$ cat config.mk
export PLATFORM = sky130hd
export DESIGN_NAME = hex_float_text_formatter_unit_flat
export DESIGN_NICKNAME = d
export VERILOG_FILES = /design/src/hfmt_pkg.sv /design/src/hfmt_if.sv /design/src/hfmt_ctrl.sv /design/src/hfmt_dp.sv /design/src/hex_float_text_formatter_unit.sv /design/src/flat_wrapper.sv
export SDC_FILE = /design/constraint.sdc
export NUM_CORES = 1
export LEC_CHECK = 0
export BUFFER_PORTS_ARGS = -buffer_cell sky130_fd_sc_hd__buf_2
export CAP_MARGIN = 20
export CORE_MARGIN = 2
export CORE_UTILIZATION = 45
export CTS_CLUSTER_DIAMETER = 80
export CTS_CLUSTER_SIZE = 24
export DETAILED_ROUTE_END_ITERATION = 10
export PLACE_DENSITY = 0.66
export SLEW_MARGIN = 40
export SYNTH_ARGS = -nofsm -noshare
export SYNTH_HDL_FRONTEND = slang
export SYNTH_SLANG_ARGS = --single-unit
$ cat constraint.sdc
create_clock -name clk -period 8.5 [get_ports clk]
set_clock_uncertainty 0.1 [all_clocks]
set_input_delay 1.275 -clock clk [delete_from_list [all_inputs] [get_ports clk]]
set_output_delay 1.275 -clock clk [all_outputs]
set_load 0.005 [all_outputs]
$ cat src/hfmt_pkg.sv
// Shared types, constants and helpers for the hex float text formatter.
package hfmt_pkg;

  localparam int MAG_W         = 63;
  localparam int FRAC_W        = 52;
  localparam int EXP_W         = 11;
  localparam int EXP_BIAS      = 1023;
  localparam int SUBN_EXP_MAG  = 1022;
  localparam int FRAC_NIBBLES  = 13;
  localparam int MAX_PRECISION = 48;
  localparam int PREC_W        = 6;
  localparam int CFG_IDX_W     = 3;
  localparam int CFG_W         = 8;
  localparam int DEC_DIGITS    = 4;
  localparam int BCD_W         = 4 * DEC_DIGITS;
  localparam int NDIG_W        = 3;
  localparam int LEN_W         = 7;
  // x / 10 == (x * 205) >> 11 for x below 1029
  localparam int RECIP_10      = 205;
  localparam int RECIP_SHIFT   = 11;
  localparam int PROD_W        = 19;
  localparam int QUOT_W        = 7;

  localparam logic [7:0] ASC_NUL     = 8'h00;
  localparam logic [7:0] ASC_SPACE   = 8'h20;
  localparam logic [7:0] ASC_PLUS    = 8'h2B;
  localparam logic [7:0] ASC_MINUS   = 8'h2D;
  localparam logic [7:0] ASC_POINT   = 8'h2E;
  localparam logic [7:0] ASC_ZERO    = 8'h30;
  localparam logic [7:0] ASC_UPPER_A = 8'h41;
  localparam logic [7:0] ASC_UPPER_P = 8'h50;
  localparam logic [7:0] ASC_UPPER_X = 8'h58;
  localparam logic [7:0] ASC_LOWER_A = 8'h61;
  localparam logic [7:0] ASC_LOWER_P = 8'h70;
  localparam logic [7:0] ASC_LOWER_X = 8'h78;

  typedef enum logic [CFG_IDX_W-1:0] {
    REG_PRECISION       = 3'd0,
    REG_UPPER_CASE      = 3'd1,
    REG_FORCE_POINT     = 3'd2,
    REG_PLUS_SIGN       = 3'd3,
    REG_SPACE_SIGN      = 3'd4,
    REG_ROUND_MODE      = 3'd5,
    REG_BUFFER_CAPACITY = 3'd6
  } cfg_reg_t;

  typedef enum logic [1:0] {
    RM_NEAREST_EVEN = 2'd0,
    RM_TO_ZERO      = 2'd1,
    RM_TO_PLUS      = 2'd2,
    RM_TO_MINUS     = 2'd3
  } round_mode_t;

  typedef enum logic [3:0] {
    SEL_SIGN      = 4'd0,
    SEL_ZERO      = 4'd1,
    SEL_X         = 4'd2,
    SEL_LEAD      = 4'd3,
    SEL_POINT     = 4'd4,
    SEL_FRAC      = 4'd5,
    SEL_PAD       = 4'd6,
    SEL_EXP_MARK  = 4'd7,
    SEL_EXP_SIGN  = 4'd8,
    SEL_EXP_DIGIT = 4'd9,
    SEL_FAIL      = 4'd10
  } char_sel_t;

  typedef struct packed {
    logic      load;
    logic      analyze;
    logic      round_en;
    logic      digit_step;
    logic      check;
    logic      emit;
    char_sel_t sel;
    logic      last;
  } dp_cmd_t;

  typedef struct packed {
    logic              emit_ok;
    logic              has_sign;
    logic              has_point;
    logic [PREC_W-1:0] prec;
    logic [NDIG_W-1:0] ndig;
    logic              too_small;
  } dp_sts_t;

  function automatic logic [7:0] hex_char(input logic [3:0] nib, input logic upper);
    logic [7:0] base;
    base = upper ? ASC_UPPER_A : ASC_LOWER_A;
    if (nib < 4'd10) return ASC_ZERO + {4'b0000, nib};
    else return base + {4'b0000, nib} - 8'd10;
  endfunction

endpackage

$ cat src/hfmt_if.sv
// Word channel interfaces: input value channel and output character channel.
interface hfmt_in_if;
  logic                        valid;
  logic                        ready;
  logic [hfmt_pkg::MAG_W-1:0]  magnitude_bits;
  logic                        negative;

  modport source (output valid, output magnitude_bits, output negative, input ready);
  modport sink (input valid, input magnitude_bits, input negative, output ready);
endinterface

interface hfmt_out_if;
  logic       valid;
  logic       ready;
  logic [7:0] character;
  logic       last;
  logic       status;

  modport source (output valid, output character, output last, output status, input ready);
  modport sink (input valid, input character, input last, input status, output ready);
endinterface

$ cat src/hfmt_ctrl.sv
// Controller: sequences analysis, rounding, exponent digits and character emission.
module hfmt_ctrl (
  input  logic               clk,
  input  logic               rst_n,
  input  logic               in_valid,
  output logic               in_ready,
  input  hfmt_pkg::dp_sts_t  sts,
  output hfmt_pkg::dp_cmd_t  cmd
);
  import hfmt_pkg::*;

  typedef enum logic [15:0] {
    ST_IDLE      = 16'h0001,
    ST_ANALYZE   = 16'h0002,
    ST_ROUND     = 16'h0004,
    ST_DIGIT     = 16'h0008,
    ST_CHECK     = 16'h0010,
    ST_SIGN      = 16'h0020,
    ST_ZERO      = 16'h0040,
    ST_X         = 16'h0080,
    ST_LEAD      = 16'h0100,
    ST_POINT     = 16'h0200,
    ST_FRAC      = 16'h0400,
    ST_PAD       = 16'h0800,
    ST_EXP_MARK  = 16'h1000,
    ST_EXP_SIGN  = 16'h2000,
    ST_EXP_DIGIT = 16'h4000,
    ST_FAIL      = 16'h8000
  } state_t;

  state_t            state_r, state_nxt;
  logic [PREC_W-1:0] rem_r, rem_nxt;
  logic [3:0]        fcnt_r, fcnt_nxt;
  logic [NDIG_W-1:0] ecnt_r, ecnt_nxt;
  logic [1:0]        dcnt_r, dcnt_nxt;

  assign in_ready = (state_r == ST_IDLE);

  always_comb begin
    state_nxt = state_r;
    rem_nxt   = rem_r;
    fcnt_nxt  = fcnt_r;
    ecnt_nxt  = ecnt_r;
    dcnt_nxt  = dcnt_r;
    cmd       = '0;
    cmd.sel   = SEL_ZERO;
    case (state_r)
      ST_IDLE: begin
        if (in_valid) begin
          cmd.load  = 1'b1;
          state_nxt = ST_ANALYZE;
        end
      end
      ST_ANALYZE: begin
        cmd.analyze = 1'b1;
        state_nxt   = ST_ROUND;
      end
      ST_ROUND: begin
        cmd.round_en = 1'b1;
        dcnt_nxt     = '0;
        state_nxt    = ST_DIGIT;
      end
      ST_DIGIT: begin
        cmd.digit_step = 1'b1;
        dcnt_nxt       = dcnt_r + 2'd1;
        if (dcnt_r == 2'(DEC_DIGITS - 1)) state_nxt = ST_CHECK;
      end
      ST_CHECK: begin
        cmd.check = 1'b1;
        if (sts.too_small) state_nxt = ST_FAIL;
        else if (sts.has_sign) state_nxt = ST_SIGN;
        else state_nxt = ST_ZERO;
      end
      ST_SIGN: begin
        cmd.sel  = SEL_SIGN;
        cmd.emit = sts.emit_ok;
        if (sts.emit_ok) state_nxt = ST_ZERO;
      end
      ST_ZERO: begin
        cmd.sel  = SEL_ZERO;
        cmd.emit = sts.emit_ok;
        if (sts.emit_ok) state_nxt = ST_X;
      end
      ST_X: begin
        cmd.sel  = SEL_X;
        cmd.emit = sts.emit_ok;
        if (sts.emit_ok) state_nxt = ST_LEAD;
      end
      ST_LEAD: begin
        cmd.sel  = SEL_LEAD;
        cmd.emit = sts.emit_ok;
        if (sts.emit_ok) state_nxt = sts.has_point ? ST_POINT : ST_EXP_MARK;
      end
      ST_POINT: begin
        cmd.sel  = SEL_POINT;
        cmd.emit = sts.emit_ok;
        if (sts.emit_ok) begin
          rem_nxt   = sts.prec;
          fcnt_nxt  = '0;
          state_nxt = (sts.prec != '0) ? ST_FRAC : ST_EXP_MARK;
        end
      end
      ST_FRAC: begin
        cmd.sel  = SEL_FRAC;
        cmd.emit = sts.emit_ok;
        if (sts.emit_ok) begin
          rem_nxt  = rem_r - PREC_W'(1);
          fcnt_nxt = fcnt_r + 4'd1;
          if (rem_r == PREC_W'(1)) state_nxt = ST_EXP_MARK;
          else if (fcnt_r == 4'(FRAC_NIBBLES - 1)) state_nxt = ST_PAD;
        end
      end
      ST_PAD: begin
        cmd.sel  = SEL_PAD;
        cmd.emit = sts.emit_ok;
        if (sts.emit_ok) begin
          rem_nxt = rem_r - PREC_W'(1);
          if (rem_r == PREC_W'(1)) state_nxt = ST_EXP_MARK;
        end
      end
      ST_EXP_MARK: begin
        cmd.sel  = SEL_EXP_MARK;
        cmd.emit = sts.emit_ok;
        if (sts.emit_ok) state_nxt = ST_EXP_SIGN;
      end
      ST_EXP_SIGN: begin
        cmd.sel  = SEL_EXP_SIGN;
        cmd.emit = sts.emit_ok;
        if (sts.emit_ok) begin
          ecnt_nxt  = sts.ndig;
          state_nxt = ST_EXP_DIGIT;
        end
      end
      ST_EXP_DIGIT: begin
        cmd.sel  = SEL_EXP_DIGIT;
        cmd.emit = sts.emit_ok;
        cmd.last = (ecnt_r == NDIG_W'(1));
        if (sts.emit_ok) begin
          ecnt_nxt = ecnt_r - NDIG_W'(1);
          if (ecnt_r == NDIG_W'(1)) state_nxt = ST_IDLE;
        end
      end
      ST_FAIL: begin
        cmd.sel  = SEL_FAIL;
        cmd.emit = sts.emit_ok;
        cmd.last = 1'b1;
        if (sts.emit_ok) state_nxt = ST_IDLE;
      end
      default: begin
        state_nxt = ST_IDLE;
      end
    endcase
  end

  always_ff @(posedge clk) begin
    if (!rst_n) begin
      state_r <= ST_IDLE;
      rem_r   <= '0;
      fcnt_r  <= '0;
      ecnt_r  <= '0;
      dcnt_r  <= '0;
    end else begin
      state_r <= state_nxt;
      rem_r   <= rem_nxt;
      fcnt_r  <= fcnt_nxt;
      ecnt_r  <= ecnt_nxt;
      dcnt_r  <= dcnt_nxt;
    end
  end

endmodule

$ cat src/hfmt_dp.sv
// Datapath: config registers, exponent and precision analysis, rounding,
// decimal exponent digits and the output word register.
module hfmt_dp (
  input  logic                           clk,
  input  logic                           rst_n,
  input  hfmt_pkg::dp_cmd_t              cmd,
  output hfmt_pkg::dp_sts_t              sts,
  input  logic [hfmt_pkg::MAG_W-1:0]     in_magnitude_bits,
  input  logic                           in_negative,
  input  logic                           cfg_we,
  input  logic [hfmt_pkg::CFG_IDX_W-1:0] cfg_index,
  input  logic [hfmt_pkg::CFG_W-1:0]     cfg_wdata,
  input  logic                           out_ready,
  output logic                           out_valid,
  output logic [7:0]                     out_character,
  output logic                           out_last,
  output logic                           out_status
);
  import hfmt_pkg::*;

  // configuration
  logic signed [6:0] precision_r;
  logic              upper_r, force_point_r, plus_r, space_r;
  round_mode_t       round_mode_r;
  logic [7:0]        capacity_r;

  // item state
  logic [FRAC_W-1:0] mant_r;
  logic [EXP_W-1:0]  bexp_r;
  logic              neg_r;
  logic [PREC_W-1:0] prec_r;
  logic [1:0]        lead_r;
  logic              eneg_r;
  logic [EXP_W-1:0]  emag_r;
  logic [EXP_W-1:0]  ework_r;
  logic [BCD_W-1:0]  bcd_r;
  logic [NDIG_W-1:0] ndig_r;
  logic [FRAC_W-1:0] frac_r;

  logic              out_valid_r;
  logic [7:0]        out_char_r;
  logic              out_last_r, out_status_r;

  always_ff @(posedge clk) begin
    if (!rst_n) begin
      precision_r   <= -7'sd1;
      upper_r       <= 1'b0;
      force_point_r <= 1'b0;
      plus_r        <= 1'b0;
      space_r       <= 1'b0;
      round_mode_r  <= RM_NEAREST_EVEN;
      capacity_r    <= 8'hFF;
    end else if (cfg_we) begin
      case (cfg_reg_t'(cfg_index))
        REG_PRECISION:       precision_r   <= cfg_wdata[6:0];
        REG_UPPER_CASE:      upper_r       <= cfg_wdata[0];
        REG_FORCE_POINT:     force_point_r <= cfg_wdata[0];
        REG_PLUS_SIGN:       plus_r        <= cfg_wdata[0];
        REG_SPACE_SIGN:      space_r       <= cfg_wdata[0];
        REG_ROUND_MODE:      round_mode_r  <= round_mode_t'(cfg_wdata[1:0]);
        REG_BUFFER_CAPACITY: capacity_r    <= cfg_wdata;
        default: ;
      endcase
    end
  end

  // ---- analysis: exponent, leading digit, precision
  logic              mant_nz;
  logic [EXP_W-1:0]  emag_a;
  logic              eneg_a;
  logic [PREC_W-1:0] trim_prec, prec_a;

  assign mant_nz = |mant_r;

  always_comb begin
    if (bexp_r == '0) begin
      emag_a = mant_nz ? EXP_W'(SUBN_EXP_MAG) : '0;
      eneg_a = mant_nz;
    end else if (bexp_r >= EXP_W'(EXP_BIAS)) begin
      emag_a = bexp_r - EXP_W'(EXP_BIAS);
      eneg_a = 1'b0;
    end else begin
      emag_a = EXP_W'(EXP_BIAS) - bexp_r;
      eneg_a = 1'b1;
    end
  end

  // shortest exact form: position of the lowest nonzero nibble
  always_comb begin
    trim_prec = '0;
    for (int k = FRAC_NIBBLES - 1; k >= 0; k--) begin
      if (mant_r[4*k +: 4] != 4'd0) trim_prec = PREC_W'(FRAC_NIBBLES - k);
    end
  end

  always_comb begin
    if (precision_r[6]) prec_a = trim_prec;
    else if (precision_r[5:0] > PREC_W'(MAX_PRECISION)) prec_a = PREC_W'(MAX_PRECISION);
    else prec_a = precision_r[5:0];
  end

  // ---- rounding on the left-aligned fraction
  logic [5:0]        shamt;
  logic [FRAC_W:0]   unit;
  logic [FRAC_W-1:0] dropmask, kept_al;
  logic              rbit, sticky, dropped_nz, odd, up, do_round;
  logic [FRAC_W:0]   sum;

  always_comb begin
    shamt      = {4'(FRAC_NIBBLES) - prec_r[3:0], 2'b00};
    unit       = (FRAC_W+1)'(1) << shamt;
    dropmask   = FRAC_W'(unit - (FRAC_W+1)'(1));
    kept_al    = mant_r & ~dropmask;
    rbit       = |(mant_r & FRAC_W'(unit >> 1));
    sticky     = |(mant_r & (dropmask >> 1));
    dropped_nz = |(mant_r & dropmask);
    odd        = (prec_r != '0) ? |(mant_r & unit[FRAC_W-1:0]) : lead_r[0];
    case (round_mode_r)
      RM_TO_ZERO:  up = 1'b0;
      RM_TO_PLUS:  up = !neg_r && dropped_nz;
      RM_TO_MINUS: up = neg_r && dropped_nz;
      default:     up = rbit && (sticky || odd);
    endcase
    sum      = {1'b0, kept_al} + (up ? unit : '0);
    do_round = (prec_r < PREC_W'(FRAC_NIBBLES)) && mant_nz;
  end

  // ---- decimal digit extraction, one digit per step
  logic [PROD_W-1:0] prod;
  logic [QUOT_W-1:0] quot;
  logic [EXP_W-1:0]  qx10;
  logic [3:0]        rdig;
  logic [NDIG_W-1:0] ndig_a;
  logic [4:0]        bcd_sh;

  always_comb begin
    prod   = PROD_W'(ework_r) * PROD_W'(RECIP_10);
    quot   = QUOT_W'(prod >> RECIP_SHIFT);
    qx10   = EXP_W'({quot, 3'b000}) + EXP_W'({quot, 1'b0});
    rdig   = 4'(ework_r - qx10);
    if (emag_r >= EXP_W'(1000)) ndig_a = NDIG_W'(4);
    else if (emag_r >= EXP_W'(100)) ndig_a = NDIG_W'(3);
    else if (emag_r >= EXP_W'(10)) ndig_a = NDIG_W'(2);
    else ndig_a = NDIG_W'(1);
    bcd_sh = {NDIG_W'(DEC_DIGITS) - ndig_r, 2'b00};
  end

  always_ff @(posedge clk) begin
    if (cmd.load) begin
      mant_r <= in_magnitude_bits[FRAC_W-1:0];
      bexp_r <= in_magnitude_bits[MAG_W-1:FRAC_W];
      neg_r  <= in_negative;
    end
    if (cmd.analyze) begin
      prec_r  <= prec_a;
      lead_r  <= {1'b0, bexp_r != '0};
      eneg_r  <= eneg_a;
      emag_r  <= emag_a;
      ework_r <= emag_a;
    end
    if (cmd.round_en) begin
      ndig_r <= ndig_a;
      if (do_round) begin
        frac_r <= sum[FRAC_W-1:0];
        lead_r <= lead_r + {1'b0, sum[FRAC_W]};
      end else begin
        frac_r <= mant_r;
      end
    end else if (cmd.emit && cmd.sel == SEL_FRAC) begin
      frac_r <= frac_r << 4;
    end
    if (cmd.digit_step) begin
      ework_r <= EXP_W'(quot);
      bcd_r   <= {rdig, bcd_r[BCD_W-1:4]};
    end else if (cmd.check) begin
      bcd_r <= bcd_r << bcd_sh;
    end else if (cmd.emit && cmd.sel == SEL_EXP_DIGIT) begin
      bcd_r <= bcd_r << 4;
    end
  end

  // ---- text length and status
  logic [LEN_W-1:0] len;
  logic             has_sign, has_point;

  assign has_sign  = neg_r | plus_r | space_r;
  assign has_point = (prec_r != '0) | force_point_r;
  assign len = LEN_W'(has_sign) + LEN_W'(has_point) + LEN_W'(prec_r) + LEN_W'(ndig_r)
             + LEN_W'(5);

  always_comb begin
    sts.emit_ok   = !out_valid_r || out_ready;
    sts.has_sign  = has_sign;
    sts.has_point = has_point;
    sts.prec      = prec_r;
    sts.ndig      = ndig_r;
    sts.too_small = 8'(len) >= capacity_r;
  end

  // ---- output word register
  logic [7:0] char_a;

  always_comb begin
    case (cmd.sel)
      SEL_SIGN:      char_a = neg_r ? ASC_MINUS : (plus_r ? ASC_PLUS : ASC_SPACE);
      SEL_ZERO:      char_a = ASC_ZERO;
      SEL_X:         char_a = upper_r ? ASC_UPPER_X : ASC_LOWER_X;
      SEL_LEAD:      char_a = hex_char({2'b00, lead_r}, upper_r);
      SEL_POINT:     char_a = ASC_POINT;
      SEL_FRAC:      char_a = hex_char(frac_r[FRAC_W-1 -: 4], upper_r);
      SEL_PAD:       char_a = ASC_ZERO;
      SEL_EXP_MARK:  char_a = upper_r ? ASC_UPPER_P : ASC_LOWER_P;
      SEL_EXP_SIGN:  char_a = eneg_r ? ASC_MINUS : ASC_PLUS;
      SEL_EXP_DIGIT: char_a = hex_char(bcd_r[BCD_W-1 -: 4], upper_r);
      SEL_FAIL:      char_a = ASC_NUL;
      default:       char_a = ASC_NUL;
    endcase
  end

  always_ff @(posedge clk) begin
    if (!rst_n) begin
      out_valid_r <= 1'b0;
    end else if (cmd.emit) begin
      out_valid_r <= 1'b1;
    end else if (out_ready) begin
      out_valid_r <= 1'b0;
    end
  end

  always_ff @(posedge clk) begin
    if (cmd.emit) begin
      out_char_r   <= char_a;
      out_last_r   <= cmd.last;
      out_status_r <= (cmd.sel == SEL_FAIL);
    end
  end

  assign out_valid     = out_valid_r;
  assign out_character = out_char_r;
  assign out_last      = out_last_r;
  assign out_status    = out_status_r;

endmodule

$ cat src/hex_float_text_formatter_unit.sv
// Hex float text formatter: one binary64 magnitude and sign in, its %a text out
// one character per word. The item is captured, then analyzed (exponent,
// precision), rounded, and its decimal exponent split into four digits, one per
// cycle, before the text goes out one character a cycle through an output
// register while the receiver does not stall. One item is in work at a time; a
// new item is taken as soon as the last character sits in the output register.
// If the text length reaches the buffer capacity a single word with character 0,
// last 1 and status 1 is sent instead. Configuration is written through cfg_we,
// cfg_index and cfg_wdata; the user must write it only while the block is idle,
// which the block itself does not enforce.
module hex_float_text_formatter_unit (
  input  logic                           clk,
  input  logic                           rst_n,
  hfmt_in_if.sink                        in_chan,
  hfmt_out_if.source                     out_chan,
  input  logic                           cfg_we,
  input  logic [hfmt_pkg::CFG_IDX_W-1:0] cfg_index,
  input  logic [hfmt_pkg::CFG_W-1:0]     cfg_wdata
);
  import hfmt_pkg::*;

  dp_cmd_t cmd;
  dp_sts_t sts;

  hfmt_ctrl u_ctrl (
    .clk      (clk),
    .rst_n    (rst_n),
    .in_valid (in_chan.valid),
    .in_ready (in_chan.ready),
    .sts      (sts),
    .cmd      (cmd)
  );

  hfmt_dp u_dp (
    .clk               (clk),
    .rst_n             (rst_n),
    .cmd               (cmd),
    .sts               (sts),
    .in_magnitude_bits (in_chan.magnitude_bits),
    .in_negative       (in_chan.negative),
    .cfg_we            (cfg_we),
    .cfg_index         (cfg_index),
    .cfg_wdata         (cfg_wdata),
    .out_ready         (out_chan.ready),
    .out_valid         (out_chan.valid),
    .out_character     (out_chan.character),
    .out_last          (out_chan.last),
    .out_status        (out_chan.status)
  );

endmodule
$ cat src/flat_wrapper.sv
// flat-port wrapper written by rule: the top's interface ports become plain ports
module hex_float_text_formatter_unit_flat import hfmt_pkg::*;
  (clk, rst_n, cfg_we, cfg_index, cfg_wdata, in_chan_valid, in_chan_magnitude_bits, in_chan_negative, in_chan_ready, out_chan_valid, out_chan_character, out_chan_last, out_chan_status, out_chan_ready);
  hfmt_in_if in_chan_i ();
  hfmt_out_if out_chan_i ();
  input  logic clk;
  input  logic rst_n;
  input  logic cfg_we;
  input  logic [hfmt_pkg::CFG_IDX_W-1:0] cfg_index;
  input  logic [hfmt_pkg::CFG_W-1:0] cfg_wdata;
  input wire logic [$bits(in_chan_i.valid)-1:0] in_chan_valid;
  input wire logic [$bits(in_chan_i.magnitude_bits)-1:0] in_chan_magnitude_bits;
  input wire logic [$bits(in_chan_i.negative)-1:0] in_chan_negative;
  output wire logic [$bits(in_chan_i.ready)-1:0] in_chan_ready;
  output wire logic [$bits(out_chan_i.valid)-1:0] out_chan_valid;
  output wire logic [$bits(out_chan_i.character)-1:0] out_chan_character;
  output wire logic [$bits(out_chan_i.last)-1:0] out_chan_last;
  output wire logic [$bits(out_chan_i.status)-1:0] out_chan_status;
  input wire logic [$bits(out_chan_i.ready)-1:0] out_chan_ready;
  assign in_chan_i.valid = in_chan_valid;
  assign in_chan_i.magnitude_bits = in_chan_magnitude_bits;
  assign in_chan_i.negative = in_chan_negative;
  assign in_chan_ready = in_chan_i.ready;
  assign out_chan_valid = out_chan_i.valid;
  assign out_chan_character = out_chan_i.character;
  assign out_chan_last = out_chan_i.last;
  assign out_chan_status = out_chan_i.status;
  assign out_chan_i.ready = out_chan_ready;
  hex_float_text_formatter_unit u_core (.clk(clk), .rst_n(rst_n), .in_chan(in_chan_i), .out_chan(out_chan_i), .cfg_we(cfg_we), .cfg_index(cfg_index), .cfg_wdata(cfg_wdata));
endmodule
==> flow_metrics.env <==
export IMPL_dpl_cell_area_sq_mm=0.0165
export IMPL_start_util=0.455
export IMPL_ant_nets=0
export IMPL_worst_pin_slew_ns=0.865
export IMPL_track_usage=0.248
export IMPL_seq_area_frac_synth=0.399
export IMPL_syn_instance_count=1736
export IMPL_hold_path_class="reg -> reg"
export IMPL_clk_latency_ns=0.50
export IMPL_p_sw_w=0.00187
export IMPL_clock_root_buffer="clkbuf_16"
export IMPL_nets=1985
export IMPL_place_detailed_hpwl_microns=33800
export IMPL_first_global_vias=12800
export IMPL_grt_max_degree=63
export IMPL_worstSetupEndpointType="flip-flop"
export IMPL_pwr_share_clk=0.187
export IMPL_cts_tree="yes"
export IMPL_area_delta_synth_final_pct=9.60
export IMPL_first_pass_iters=6
export IMPL_pwr_share_comb=0.465
export IMPL_maxCapViolCount=0
export IMPL_cp_arrival_ns=7.33
export IMPL_syn_avg_cell_area_sq_um=8.98
export IMPL_power_frac_seq=0.348
export IMPL_slew_headroom=0.418
export IMPL_switching_share=0.412
export IMPL_worstSetupStartpointType="flip-flop"
export IMPL_numPortBuffers=90
export IMPL_via_per_inst=6.00
export IMPL_period_needed_ns=7.07
export IMPL_synth_nets=1932
export IMPL_p_leak_nw=6.88
export IMPL_worstPathRequired_ns=8.75
export IMPL_synthDistinctLibCells=96
export IMPL_rsz0062_at_grt="no"
export IMPL_fp_dieH_microns=190
export IMPL_die_area_sq_mm=0.0362
export IMPL_ys_warn_count=0
export IMPL_ys_ff_latch=227
export IMPL_diodes=0
export IMPL_cts_path_max_buffers=3
export IMPL_ys_dominant_reg_cell="edfxtp_1"
export IMPL_fp_row_count=68
export IMPL_cts_sinks=227
export IMPL_drive_above_1_share=0.108
export IMPL_routed_wl_microns=44800
export IMPL_postCtsSetupBuffers=0
export IMPL_internal_power_w=0.00266
export IMPL_cts_resized=0
export IMPL_cts_htree_levels=1
export IMPL_drc=0
export IMPL_critPathMaxFanout=14
export IMPL_power_density_mw_per_mm2=265
export IMPL_tns_ns=0
export IMPL_grt_pass1_wl_microns=70900
export IMPL_status="completed"
export IMPL_drt_initial_drc_count=1254
export IMPL_finalSetupViolCount=0
export IMPL_final_area_sq_mm=0.0171
export IMPL_fp_dieW_microns=190
export IMPL_core_sq_mm=0.0343
export IMPL_finalCritPeriodShare=0.832
export IMPL_clkTransAtPathRegs_ns=0.09
export IMPL_postCtsHoldBufs=0
export IMPL_finalMaxSlewViolations=0
export IMPL_antenna_found_initial=0
export IMPL_io_pins=92
export IMPL_path_class="reg -> reg"
export IMPL_place_gp_congestion=0.955
export IMPL_ir_drop_uv=290
export IMPL_synth_async_reset_ratio=0
export IMPL_wl_per_cell_microns=19.9
export IMPL_overflow=0
export IMPL_max_freq_mhz=141
export IMPL_synth_edff_count=168
export IMPL_numCtsBuffers=17
export IMPL_vias=13500
export IMPL_hold_violations=0
export IMPL_syn_cell_area_sq_mm=0.0156
path summary, 6_finish.rpt:
| kind | start | endpoint | slack (ns) | cells after the start |
|---|---|---|---|---|
| min reg2reg | u_core.u_ctrl.ecnt_r[1] | u_core.u_ctrl.ecnt_r[1] | 0.37 | 2 |
| max reg2reg | u_core.u_dp.prec_r[2] | u_core.u_dp.frac_r[47] | 1.43 | 26 |
| max | u_core.u_dp.prec_r[2] | u_core.u_dp.frac_r[47] | 1.43 | 26 |
| min | u_core.u_ctrl.ecnt_r[1] | u_core.u_ctrl.ecnt_r[1] | 0.37 | 2 |
synthesized netlist by cell type (all sizes together) (7+ instances only):
cell type  instances  area (sq um)
a21o              23           173
a21oi            109           549
a221oi            12           111
a22o               8          70.1
a22oi             27           203
a31oi             33           221
and2              15          96.3
and3              29           181
and4               7          61.3
buf               31           169
clkbuf            51           193
dfxtp             59          1180
edfxtp           168          5040
fa                22           440
ha                94          1180
inv              118           443
mux2i             15           150
nand2            186           698
nand2b            23           159
nand3             53           265
nand3b             7          52.6
nand4             16           106
nor2             168           633
nor2b             19           119
nor3              65           325
nor3b             15           128
nor4              23           171
nor4b              7          61.3
o211ai            10          80.1
o21ai            129           657
o221ai            11          96.3
o22ai             11          68.8
o31ai             14           105
or2                9          56.3
or3               11          68.8
or4                7          52.6
xnor2             38           333
xor2              11           104
layer usage:
| layer | GRT usage | up-vias | part of all wire |
|---|---|---|---|
| met5 | 0.0110 | - | 0.0011 |
| met4 | 0.0713 | 2 | 0.032 |
| met3 | 0.0336 | 83 | 0.063 |
| met2 | 0.408 | 491 | 0.46 |
| met1 | 0.340 | 6468 | 0.44 |
| li1 | - | 6469 | - |
worst max-delay path, cell delays in order, from the launching register on:
cell      delay (ns)
edfxtp_1        0.50
ha_1            0.30
xnor2_2         0.59
nor2_1          0.26
inv_1           0.17
ha_1            0.18
inv_1           0.23
a31oi_1         0.55
xnor2_1         0.26
a221oi_1        0.30
nand4_1         0.14
a21oi_1         0.18
a221oi_2        0.06
buf_4           0.19
nor3b_1         0.14
ha_1            0.33
and4_1          0.20
a21oi_1         0.08
buf_4           0.19
o41ai_4         0.40
a21o_1          0.26
and2_4          0.19
a31o_4          0.20
a31oi_4         0.10
nand2b_4        0.16
or4b_1          0.48
a31oi_1         0.18
sequential cells by signal, summed over array words and instances (netlist names), 2 cells and up:
register	cells
u_core.u_dp.precision_r	7
u_core.u_dp.round_mode_r	2
u_core.u_dp.ndig_r	3
u_core.u_ctrl.fcnt_r	4
u_core.u_ctrl.dcnt_r	2
u_core.u_ctrl.state_r	16
u_core.u_dp.capacity_r	8
u_core.u_ctrl.rem_r	6
u_core.u_dp.ework_r	11
u_core.u_dp.out_character	7
u_core.u_dp.frac_r	52
u_core.u_dp.lead_r	2
u_core.u_dp.bcd_r	16
u_core.u_dp.mant_r	52
u_core.u_ctrl.ecnt_r	3
u_core.u_dp.prec_r	6
u_core.u_dp.bexp_r	11
u_core.u_dp.emag_r	10
logic make-up after synthesis:
group | count (synthesis) | synth area share
simple gates | 671 | 0.214
mux | 19 | 0.0132
other cells | 1 | 0.000241
buf+inv | 202 | 0.0521
xor+xnor | 49 | 0.0280
flops | 227 | 0.399
fa+ha+maj | 116 | 0.104
compound gates | 451 | 0.189
power groups by stage:
stage	sequential [W]	combinational, W	clock (W)
2_1_floorplan	0.00147	0.00165	0
3_3_place_gp	0.00159	0.00204	0
3_5_place_dp	0.00159	0.00209	0
4_1_cts	0.00157	0.00212	0.000870
5_1_grt	0.00159	0.00238	0.000912
6_report	0.00158	0.00211	0.000846
area by class of cell:
class                           count  area [sq um]
Tap cell                          455           569
Multi-Input combinational cell   1307          8620
Clock inverter                      8           108
Timing Repair Buffer              116           649
Inverter                          120           453
Sequential cell                   227          6230
Clock buffer                       21           462
Fill cell                        3194         17200
per-stage QoR:
stage / instances / hold WS, ns / util / setup WS (ns) / power, W
after floorplan: 1736 / 0.332 / - / 2.16 / 0.00312
after global placement: 2225 / 0.340 / 0.481 / 1.75 / 0.00363
after detailed placement: 2225 / 0.348 / 0.481 / 1.59 / 0.00368
after CTS: 2254 / 0.361 / 0.498 / 1.54 / 0.00455
after global routing: 2254 / 0.378 / 0.498 / 0.919 / 0.00489
final: 2254 / 0.372 / 0.498 / 1.43 / 0.00453
placed cells by master, fill, tap and decap left out, drive strengths merged, types with 22 or more instances in the layout:
cell    count
a21o       23
a21oi     109
a22oi      27
a31oi      33
and3       29
buf       116
dfxtp      59
edfxtp    168
fa         22
ha         94
inv       123
nand2     186
nand2b     23
nand3      53
nor2      168
nor3       65
nor4       23
o21ai     129
xnor2      38
No activity file was read; power rests on OpenSTA's default activity.
